**src/rtl/positional_list_insert_remove_assert.svh**
```systemverilog
// ---------------------------------------------------------------------------
// positional_list_insert_remove_assert.svh
// Assertion macros for the positional list RTL.
// ---------------------------------------------------------------------------
`ifndef POSITIONAL_LIST_INSERT_REMOVE_ASSERT_SVH
`define POSITIONAL_LIST_INSERT_REMOVE_ASSERT_SVH

// Same-cycle implication, checked outside reset.
`define PIL_ASSERT_NOW(lbl, ante, cons, msg) \
  lbl: assert property (@(posedge clk) disable iff (!rst_n) (ante) |-> (cons)) \
    else $error(msg);

// Next-cycle implication, checked outside reset.
`define PIL_ASSERT_NEXT(lbl, ante, cons, msg) \
  lbl: assert property (@(posedge clk) disable iff (!rst_n) (ante) |=> (cons)) \
    else $error(msg);

`endif

```
**src/rtl/pil_pkg.sv**
```systemverilog
// ---------------------------------------------------------------------------
// pil_pkg
// Widths, codes and defaults for the positional list.
// ---------------------------------------------------------------------------
`default_nettype none

package pil_pkg;

  localparam int CAPACITY_DEF = 32;

  localparam int ACT_W  = 3;
  localparam int POS_W  = 6;
  localparam int DATA_W = 32;
  localparam int STAT_W = 3;

  typedef logic [ACT_W-1:0]  action_t;
  typedef logic [STAT_W-1:0] status_t;

  localparam action_t ACT_READ   = 3'd0;
  localparam action_t ACT_INSERT = 3'd1;
  localparam action_t ACT_REMOVE = 3'd2;
  localparam action_t ACT_COUNT  = 3'd3;
  localparam action_t ACT_DUMP   = 3'd4;

  localparam status_t ST_OK     = 3'd0;
  localparam status_t ST_EMPTY  = 3'd1;
  localparam status_t ST_FULL   = 3'd2;
  localparam status_t ST_BADPOS = 3'd3;
  localparam status_t ST_NOELEM = 3'd4;

endpackage

`default_nettype wire

```
**src/rtl/positional_list_insert_remove.sv**
```systemverilog
// ---------------------------------------------------------------------------
// positional_list_insert_remove
// Ordered list of signed words in a single-port-write, registered-read
// memory, with read, insert, remove, count and dump requests by position.
// ---------------------------------------------------------------------------
//  channel  | direction | handshake               | payload
//  ---------+-----------+-------------------------+----------------------------
//  in_      | input     | in_valid / in_stall     | action, position, value
//  out_     | output    | out_valid / out_stall   | status, data, slot, last
//
//  One request is worked on at a time; in_stall is low only while idle.
//  Errors, count and append reach the registered result through S_RESP, a
//  read through S_READ, and removing the last entry through S_REM_CAP and
//  S_RESP. Any other remove and an insert in the middle move the entries one
//  at a time in S_SHIFT and S_DRAIN; an insert then writes its value in
//  S_PUT. The memory's single read and single write port set this.
//  A dump gives one result per cycle while the output is not stalled.
//  Reset is synchronous; the memory is not cleared. Output stalls hold the
//  result register while the next request may already be taken.
`default_nettype none

module positional_list_insert_remove #(
  parameter int CAPACITY = pil_pkg::CAPACITY_DEF
) (
  input  wire logic                              clk,
  input  wire logic                              rst_n,
  input  wire logic                              in_valid,
  output logic                                   in_stall,
  input  wire logic        [pil_pkg::ACT_W-1:0]  in_action,
  input  wire logic        [pil_pkg::POS_W-1:0]  in_position,
  input  wire logic signed [pil_pkg::DATA_W-1:0] in_value,
  output logic                                   out_valid,
  input  wire logic                              out_stall,
  output logic             [pil_pkg::STAT_W-1:0] out_status,
  output logic signed      [pil_pkg::DATA_W-1:0] out_data,
  output logic             [pil_pkg::POS_W-1:0]  out_slot,
  output logic                                   out_last
);

`include "positional_list_insert_remove_assert.svh"

  localparam int CW = $clog2(CAPACITY + 1);
  localparam int AW = $clog2(CAPACITY);
  localparam int XW = (CW > pil_pkg::POS_W) ? CW : pil_pkg::POS_W;

  typedef enum logic [7:0] {
    S_IDLE    = 8'b0000_0001,
    S_READ    = 8'b0000_0010,
    S_REM_CAP = 8'b0000_0100,
    S_SHIFT   = 8'b0000_1000,
    S_DRAIN   = 8'b0001_0000,
    S_PUT     = 8'b0010_0000,
    S_RESP    = 8'b0100_0000,
    S_DUMP    = 8'b1000_0000
  } state_t;

  state_t                         state_r, state_nxt;
  logic [CW-1:0]                  count_r, count_nxt;
  logic [pil_pkg::POS_W-1:0]      pos_r, pos_nxt;
  logic signed [pil_pkg::DATA_W-1:0] val_r, val_nxt;
  logic [AW-1:0]                  src_r, src_nxt;
  logic [AW-1:0]                  prev_r, prev_nxt;
  logic [AW-1:0]                  end_r, end_nxt;
  logic                           up_r, up_nxt;
  logic                           rd_vld_r, rd_vld_nxt;
  logic [AW-1:0]                  idx_r, idx_nxt;
  pil_pkg::status_t               res_status_r, res_status_nxt;
  logic signed [pil_pkg::DATA_W-1:0] res_data_r, res_data_nxt;
  logic [pil_pkg::POS_W-1:0]      res_slot_r, res_slot_nxt;

  logic                           out_valid_r, out_valid_nxt;
  pil_pkg::status_t               out_status_r, out_status_nxt;
  logic signed [pil_pkg::DATA_W-1:0] out_data_r, out_data_nxt;
  logic [pil_pkg::POS_W-1:0]      out_slot_r, out_slot_nxt;
  logic                           out_last_r, out_last_nxt;

  logic signed [pil_pkg::DATA_W-1:0] mem [CAPACITY];
  logic signed [pil_pkg::DATA_W-1:0] rdata_r;
  logic                           mem_we, mem_re;
  logic [AW-1:0]                  mem_wa, mem_ra;
  logic signed [pil_pkg::DATA_W-1:0] mem_wd;

  logic [XW-1:0] in_pos_x, pos_x, count_x;
  logic [CW-1:0] idx_inc;
  logic          in_acc, out_free, is_empty, is_full, in_bad, in_beyond, dump_last;
  logic          ins_grow;

  assign in_pos_x  = XW'(in_position);
  assign pos_x     = XW'(pos_r);
  assign count_x   = XW'(count_r);
  assign is_empty  = (count_r == '0);
  assign is_full   = (count_r >= CW'(CAPACITY));
  assign in_bad    = (in_pos_x == '0) || (in_pos_x > XW'(CAPACITY));
  assign in_beyond = (in_pos_x > count_x);
  assign idx_inc   = CW'(idx_r) + 1'b1;
  assign dump_last = (idx_inc == count_r);

  assign in_stall = (state_r != S_IDLE);
  assign in_acc   = in_valid && !in_stall;
  assign out_free = !out_valid_r || !out_stall;
  assign ins_grow = in_acc && (in_action == pil_pkg::ACT_INSERT) && !is_full && !in_bad;

  always_comb begin
    state_nxt      = state_r;
    count_nxt      = count_r;
    pos_nxt        = pos_r;
    val_nxt        = val_r;
    src_nxt        = src_r;
    prev_nxt       = prev_r;
    end_nxt        = end_r;
    up_nxt         = up_r;
    rd_vld_nxt     = rd_vld_r;
    idx_nxt        = idx_r;
    res_status_nxt = res_status_r;
    res_data_nxt   = res_data_r;
    res_slot_nxt   = res_slot_r;
    out_valid_nxt  = out_valid_r && out_stall;
    out_status_nxt = out_status_r;
    out_data_nxt   = out_data_r;
    out_slot_nxt   = out_slot_r;
    out_last_nxt   = out_last_r;
    mem_we         = 1'b0;
    mem_wa         = '0;
    mem_wd         = '0;
    mem_re         = 1'b0;
    mem_ra         = '0;

    case (state_r)
      S_IDLE: begin
        if (in_valid) begin
          pos_nxt        = in_position;
          val_nxt        = in_value;
          res_status_nxt = pil_pkg::ST_OK;
          res_data_nxt   = '0;
          res_slot_nxt   = '0;
          case (in_action)
            pil_pkg::ACT_READ, pil_pkg::ACT_REMOVE: begin
              if (is_empty) begin
                res_status_nxt = pil_pkg::ST_EMPTY;
                state_nxt      = S_RESP;
              end else if (in_bad) begin
                res_status_nxt = pil_pkg::ST_BADPOS;
                state_nxt      = S_RESP;
              end else if (in_beyond) begin
                res_status_nxt = pil_pkg::ST_NOELEM;
                state_nxt      = S_RESP;
              end else begin
                mem_re = 1'b1;
                mem_ra = AW'(in_pos_x - 1'b1);
                if (in_action == pil_pkg::ACT_READ) begin
                  state_nxt = S_READ;
                end else begin
                  count_nxt    = count_r - 1'b1;
                  res_slot_nxt = in_position;
                  state_nxt    = S_REM_CAP;
                end
              end
            end
            pil_pkg::ACT_INSERT: begin
              if (is_full) begin
                res_status_nxt = pil_pkg::ST_FULL;
                state_nxt      = S_RESP;
              end else if (in_bad) begin
                res_status_nxt = pil_pkg::ST_BADPOS;
                state_nxt      = S_RESP;
              end else begin
                count_nxt    = count_r + 1'b1;
                res_data_nxt = in_value;
                if (in_beyond) begin
                  // Position past the end: append at the first free entry.
                  mem_we       = 1'b1;
                  mem_wa       = AW'(count_r);
                  mem_wd       = in_value;
                  res_slot_nxt = pil_pkg::POS_W'(count_x + 1'b1);
                  state_nxt    = S_RESP;
                end else begin
                  src_nxt      = AW'(count_r - 1'b1);
                  end_nxt      = AW'(in_pos_x - 1'b1);
                  up_nxt       = 1'b1;
                  rd_vld_nxt   = 1'b0;
                  res_slot_nxt = in_position;
                  state_nxt    = S_SHIFT;
                end
              end
            end
            pil_pkg::ACT_COUNT: begin
              if (is_empty) begin
                res_status_nxt = pil_pkg::ST_EMPTY;
              end else begin
                res_data_nxt = pil_pkg::DATA_W'(count_r);
              end
              state_nxt = S_RESP;
            end
            pil_pkg::ACT_DUMP: begin
              if (is_empty) begin
                res_status_nxt = pil_pkg::ST_EMPTY;
                state_nxt      = S_RESP;
              end else begin
                mem_re    = 1'b1;
                mem_ra    = '0;
                idx_nxt   = '0;
                state_nxt = S_DUMP;
              end
            end
            default: begin
              state_nxt = S_IDLE;
            end
          endcase
        end
      end
      S_READ: begin
        if (out_free) begin
          out_valid_nxt  = 1'b1;
          out_status_nxt = pil_pkg::ST_OK;
          out_data_nxt   = rdata_r;
          out_slot_nxt   = pos_r;
          out_last_nxt   = 1'b1;
          state_nxt      = S_IDLE;
        end
      end
      S_REM_CAP: begin
        // The count already excludes the removed entry, so entries from
        // pos up to the new count move down by one.
        res_data_nxt = rdata_r;
        if (pos_x > count_x) begin
          state_nxt = S_RESP;
        end else begin
          src_nxt    = AW'(pos_x);
          end_nxt    = AW'(count_r);
          up_nxt     = 1'b0;
          rd_vld_nxt = 1'b0;
          state_nxt  = S_SHIFT;
        end
      end
      S_SHIFT: begin
        // Read one entry per cycle and write the previous one to its
        // neighbor; the write always trails the read away from it.
        mem_re = 1'b1;
        mem_ra = src_r;
        if (rd_vld_r) begin
          mem_we = 1'b1;
          mem_wa = up_r ? prev_r + 1'b1 : prev_r - 1'b1;
          mem_wd = rdata_r;
        end
        prev_nxt   = src_r;
        rd_vld_nxt = 1'b1;
        if (src_r == end_r) begin
          state_nxt = S_DRAIN;
        end else begin
          src_nxt = up_r ? src_r - 1'b1 : src_r + 1'b1;
        end
      end
      S_DRAIN: begin
        mem_we     = 1'b1;
        mem_wa     = up_r ? prev_r + 1'b1 : prev_r - 1'b1;
        mem_wd     = rdata_r;
        rd_vld_nxt = 1'b0;
        state_nxt  = up_r ? S_PUT : S_RESP;
      end
      S_PUT: begin
        mem_we    = 1'b1;
        mem_wa    = AW'(pos_x - 1'b1);
        mem_wd    = val_r;
        state_nxt = S_RESP;
      end
      S_RESP: begin
        if (out_free) begin
          out_valid_nxt  = 1'b1;
          out_status_nxt = res_status_r;
          out_data_nxt   = res_data_r;
          out_slot_nxt   = res_slot_r;
          out_last_nxt   = 1'b1;
          state_nxt      = S_IDLE;
        end
      end
      S_DUMP: begin
        if (out_free) begin
          out_valid_nxt  = 1'b1;
          out_status_nxt = pil_pkg::ST_OK;
          out_data_nxt   = rdata_r;
          out_slot_nxt   = pil_pkg::POS_W'(idx_inc);
          out_last_nxt   = dump_last;
          if (dump_last) begin
            state_nxt = S_IDLE;
          end else begin
            mem_re  = 1'b1;
            mem_ra  = AW'(idx_inc);
            idx_nxt = AW'(idx_inc);
          end
        end
      end
      default: begin
        state_nxt = S_IDLE;
      end
    endcase
  end

  always_ff @(posedge clk) begin
    if (!rst_n) begin
      state_r     <= S_IDLE;
      count_r     <= '0;
      rd_vld_r    <= 1'b0;
      out_valid_r <= 1'b0;
    end else begin
      state_r     <= state_nxt;
      count_r     <= count_nxt;
      rd_vld_r    <= rd_vld_nxt;
      out_valid_r <= out_valid_nxt;
    end
  end

  always_ff @(posedge clk) begin
    pos_r        <= pos_nxt;
    val_r        <= val_nxt;
    src_r        <= src_nxt;
    prev_r       <= prev_nxt;
    end_r        <= end_nxt;
    up_r         <= up_nxt;
    idx_r        <= idx_nxt;
    res_status_r <= res_status_nxt;
    res_data_r   <= res_data_nxt;
    res_slot_r   <= res_slot_nxt;
    out_status_r <= out_status_nxt;
    out_data_r   <= out_data_nxt;
    out_slot_r   <= out_slot_nxt;
    out_last_r   <= out_last_nxt;
  end

  always_ff @(posedge clk) begin
    if (mem_we) begin
      mem[mem_wa] <= mem_wd;
    end
    if (mem_re) begin
      rdata_r <= mem[mem_ra];
    end
  end

  assign out_valid  = out_valid_r;
  assign out_status = out_status_r;
  assign out_data   = out_data_r;
  assign out_slot   = out_slot_r;
  assign out_last   = out_last_r;

  `PIL_ASSERT_NOW(a_count_max, 1'b1, count_r <= CW'(CAPACITY), "entry count above capacity")
  `PIL_ASSERT_NOW(a_no_rw_clash, mem_we && mem_re, mem_wa != mem_ra, "read and write clash")
  `PIL_ASSERT_NOW(a_dump_idx, state_r == S_DUMP, idx_inc <= count_r, "dump index past the count")
  `PIL_ASSERT_NEXT(a_ins_count, ins_grow, count_r == $past(count_r) + 1'b1, "count did not grow")

endmodule

`default_nettype wire
```
**config.mk**
```make
export PLATFORM = sky130hd
export DESIGN_NAME = positional_list_insert_remove
export DESIGN_NICKNAME = d
export VERILOG_FILES = /design/src/rtl/pil_pkg.sv /design/src/rtl/positional_list_insert_remove.sv
export VERILOG_INCLUDE_DIRS = /design/src /design/src/rtl
export SDC_FILE = /design/constraint.sdc
export NUM_CORES = 2
export LEC_CHECK = 0
export BUFFER_PORTS_ARGS = -buffer_cell sky130_fd_sc_hd__buf_2
export CORE_MARGIN = 2
export CORE_UTILIZATION = 45
export DETAILED_ROUTE_END_ITERATION = 8
export MAX_ROUTING_LAYER = met4
export SYNTH_ARGS = -nofsm -noshare
export SYNTH_HDL_FRONTEND = slang
export SYNTH_SLANG_ARGS = --single-unit
```
**constraint.sdc**
```tcl
create_clock -name clk -period 6.7 [get_ports clk]
set_clock_uncertainty 0.2 [all_clocks]
set_input_delay 1.34 -clock clk [delete_from_list [all_inputs] [get_ports clk]]
set_output_delay 1.34 -clock clk [all_outputs]
set_load 0.01 [all_outputs]
```
==> metrics.md <==
| Metric | Value |
|---|---|
| Status | finished, final reports clean |
| Power per Cell Area | 309 nW/um2 |
| Number of detailed-route iterations in the first pass | 5 |
| Worst Hold Class | reg -> reg |
| Final period utilization | 77.5% |
| Worst-Skew Late Latency | 720 ps |
| Clk sinks | 1214 |
| Final weighted congestion in routability-driven placement | 0.914 |
| Post-CTS resize count | 0 |
| Placed inst area | 51600 um2 |
| Synthesis-to-finish area growth | 13.1% |
| Clock root cell | clkbuf_16 |
| Worst-path fanout max | 23 |
| Filler cell count | 8869 |
| Tightest Pin Transition | 1310 ps |
| Netlist cell types | 74 |
| Port buffer count | 88 |
| Global-route wire length before repair | 207000 um |
| Placement Rows | 120 |
| Area of the multi-input gates | 11700 um2 |
| Largest net degree at the start of global routing | 116 |
| Layout Cells excl Fill | 5040 |
| Post-layout power | 17.1 mW |
| Number of synthesized register bits | 1214 |
| Die span in x | 333 um |
| Leakage power | 19.1 nW |
| Yosys warns | 0 |
| Nets@finish | 3610 |
| Clock Tree Buf Depth | 3 |
| Setup WS pre-CTS | 1080 ps |
| Drt drc | 0 |
| Crit path kind | reg -> reg |
| Worst relative slew slack | 12.6% |
| CORE AREA | 107000 um2 |
| DR WL/cell | 28.7 um |
| Hold_buf cts | 0 |
| Setup WS post-layout | 1510 ps |
| Cells after synthesis | 3401 |
| Final Setup Violations | 0 |
| Number of synthesized flops with an enable pin | 1198 |
| Reg2Reg Depth | 12 |
| Via density per instance | 6.03 |
| TritonCTS buffer count | 119 |
| Postcts setup bufs | 0 |
| Share of the synthesized area in the top cell type | 73.7% |
| Die footprint | 111000 um2 |
| Crit-path cells | clkinv_1, ha_1, a21o_1, a21o_1, o21ai_1, nand2b_4, o211ai_1, and3_2, buf_4, a32oi_1, nand3_1, nor3_2 |
| Mapped Area | 48800 um2 |
| Slowest CP cell | and3_2 |
| Crit start category | flip-flop |
| TNS Setup | 0 ps |
| Post-DP HPWL | 81300 um |
| Top post-synthesis cells by area | edfxtp_1 74%, nand2_1 6.2%, mux2i_1 3.6% |
| All-layer global routing usage | 26.5% |
| Most common cell after layout, fill and taps aside | edfxtp_1 |
| Die Height | 333 um |
| Vias | 30377 |
| Fraction of layout cells with a size suffix above 1 | 13.9% |
| Final hold vios | 0 |
| N_diodes | 0 |
| DR iter-0 viols | 4263 |
| Remaining Overflow, GRT | 0 |
| Synth async-reset ratio | 0% |
| Register area | 36300 um2 |
| Post-Layout Inst Area | 55200 um2 |
| RSZ-0062 raised after global routing | no |
| Post-Synthesis Net Count | 3472 |
| Max Clock Freq | 193 MHz |
| CP max stage delay | 1000 ps |
| Detailed Route WL | 145000 um |
| Worst setup EP type | flip-flop |
| Worst EP required | 6960 ps |
| Clock transition at path regs | 60 ps |
| H-tree lvl count | 3 |
| Final Critical Period | 5190 ps |
| DP Cell Count | 4821 |
| Seq/Total Area, Yosys | 74.3% |
| Mapped Avg Cell Area | 14.4 um2 |
| Vias in the first global route | 28523 |
| Maxcap violations | 0 |
| CTS tree | built |
| Min-Delay Path Depth | 2 |
| Post-synth top area cell | edfxtp_1 |
| WP data arrival | 5450 ps |
| Most frequent CP cell | a21o_1 |
| Fin. max-slew vios | 0 |
| Most frequent cells in the layout | 1198 x edfxtp_1, 800 x nand2_1, 274 x nand3_1, 174 x mux2i_1, 122 x clkbuf_16 |
| Initial antenna violation count | 3 |
| VDD IR max | 0.000249 V |
| Starting density of the core | 45.5% |
| # IOs | 89 |
| Post-synth top flop | edfxtp_1 |
| Antenna-violating nets left | 0 |
## path summary, 6_finish.rpt
| path | from | endpoint | slack [ps] |
|---|---|---|---|
| hold / removal | state_r[1] | state_r[1] | 340 |
| setup reg to reg | count_r[4] | rdata_r[23] | 1510 |
| setup / recovery | count_r[4] | rdata_r[23] | 1510 |
| hold reg to reg | state_r[1] | state_r[1] | 340 |
## sequential cells by signal, summed over array words and instances, names as in the netlist, 3 cells and up
register and count:
mem 1024, res_status_r 3, out_status 3, res_data_r 32, res_slot_r 6, out_slot 6
out_data 32, end_r 5, val_r 32, prev_r 5, src_r 5, pos_r 6
state_r 8, count_r 6, rdata_r 32, idx_r 5
## routing by layer
metal | part of all wire [%] | vias up | track usage [%]
met5 | 0 | - | -
li1 | - | 13122 | -
met2 | 46 | 1627 | 39.9
met4 | 2.5 | 0 | 7.24
met3 | 10 | 245 | 4.06
met1 | 42 | 15383 | 37.6
## per-stage QoR
stage | hold slack [ps] | util [%]
3_3_place_gp | 321 | 48.1
2_1_floorplan | 292 | -
4_1_cts | 333 | 51.4
5_1_grt | 354 | 51.4
3_5_place_dp | 325 | 48.1
6_report | 338 | 51.4
## critical path, delay by kind of cell (launching register included)
family / cells / cell delay (ps)
AOI/OAI and AO/OA: 5 / 1490
adders and majority gates: 1 / 400
buffers and inverters: 2 / 830
and+or+nand+nor: 4 / 1330
DFF: 1 / 660
## kinds of logic after synthesis
group | count (synthesis) | synth area share [%]
simple gates | 1344 | 12.2
flops | 1214 | 74.3
compound gates | 347 | 5.21
buf+inv | 223 | 2.53
mux | 206 | 4.31
xor+xnor | 41 | 0.736
fa+ha+maj | 26 | 0.697
## cells in the mapped netlist (24+ instances only)
library cell,count
nand2_1,803
nand3_1,274
a22oi_1,65
nor3_1,26
nor2_1,86
mux2i_1,174
mux2_2,32
a21oi_1,29
edfxtp_1,1198
buf_2,83
a32oi_1,104
clkbuf_1,52
buf_4,41
nand4_1,69
o21ai_0,73
xnor2_1,31
ha_1,24
## power breakdown
part / leakage, nW / internal (mW) / switching [mW]
Clock: 1.76 / 3.48 / 2.84
Sequential: 10.4 / 8.68 / 0.186
Combinational: 7.02 / 0.587 / 1.28
## area by class of cell
cell class	count	share of cell area, %
Clock buffer	158	5.85
Clock inverter	61	0.709
Inverter	27	0.186
Multi-Input combinational cell	1964	21.2
Sequential cell	1214	65.7
Tap cell	1403	3.18
Timing Repair Buffer	213	3.13
Note: power is estimated with default switching activity, not from simulation.
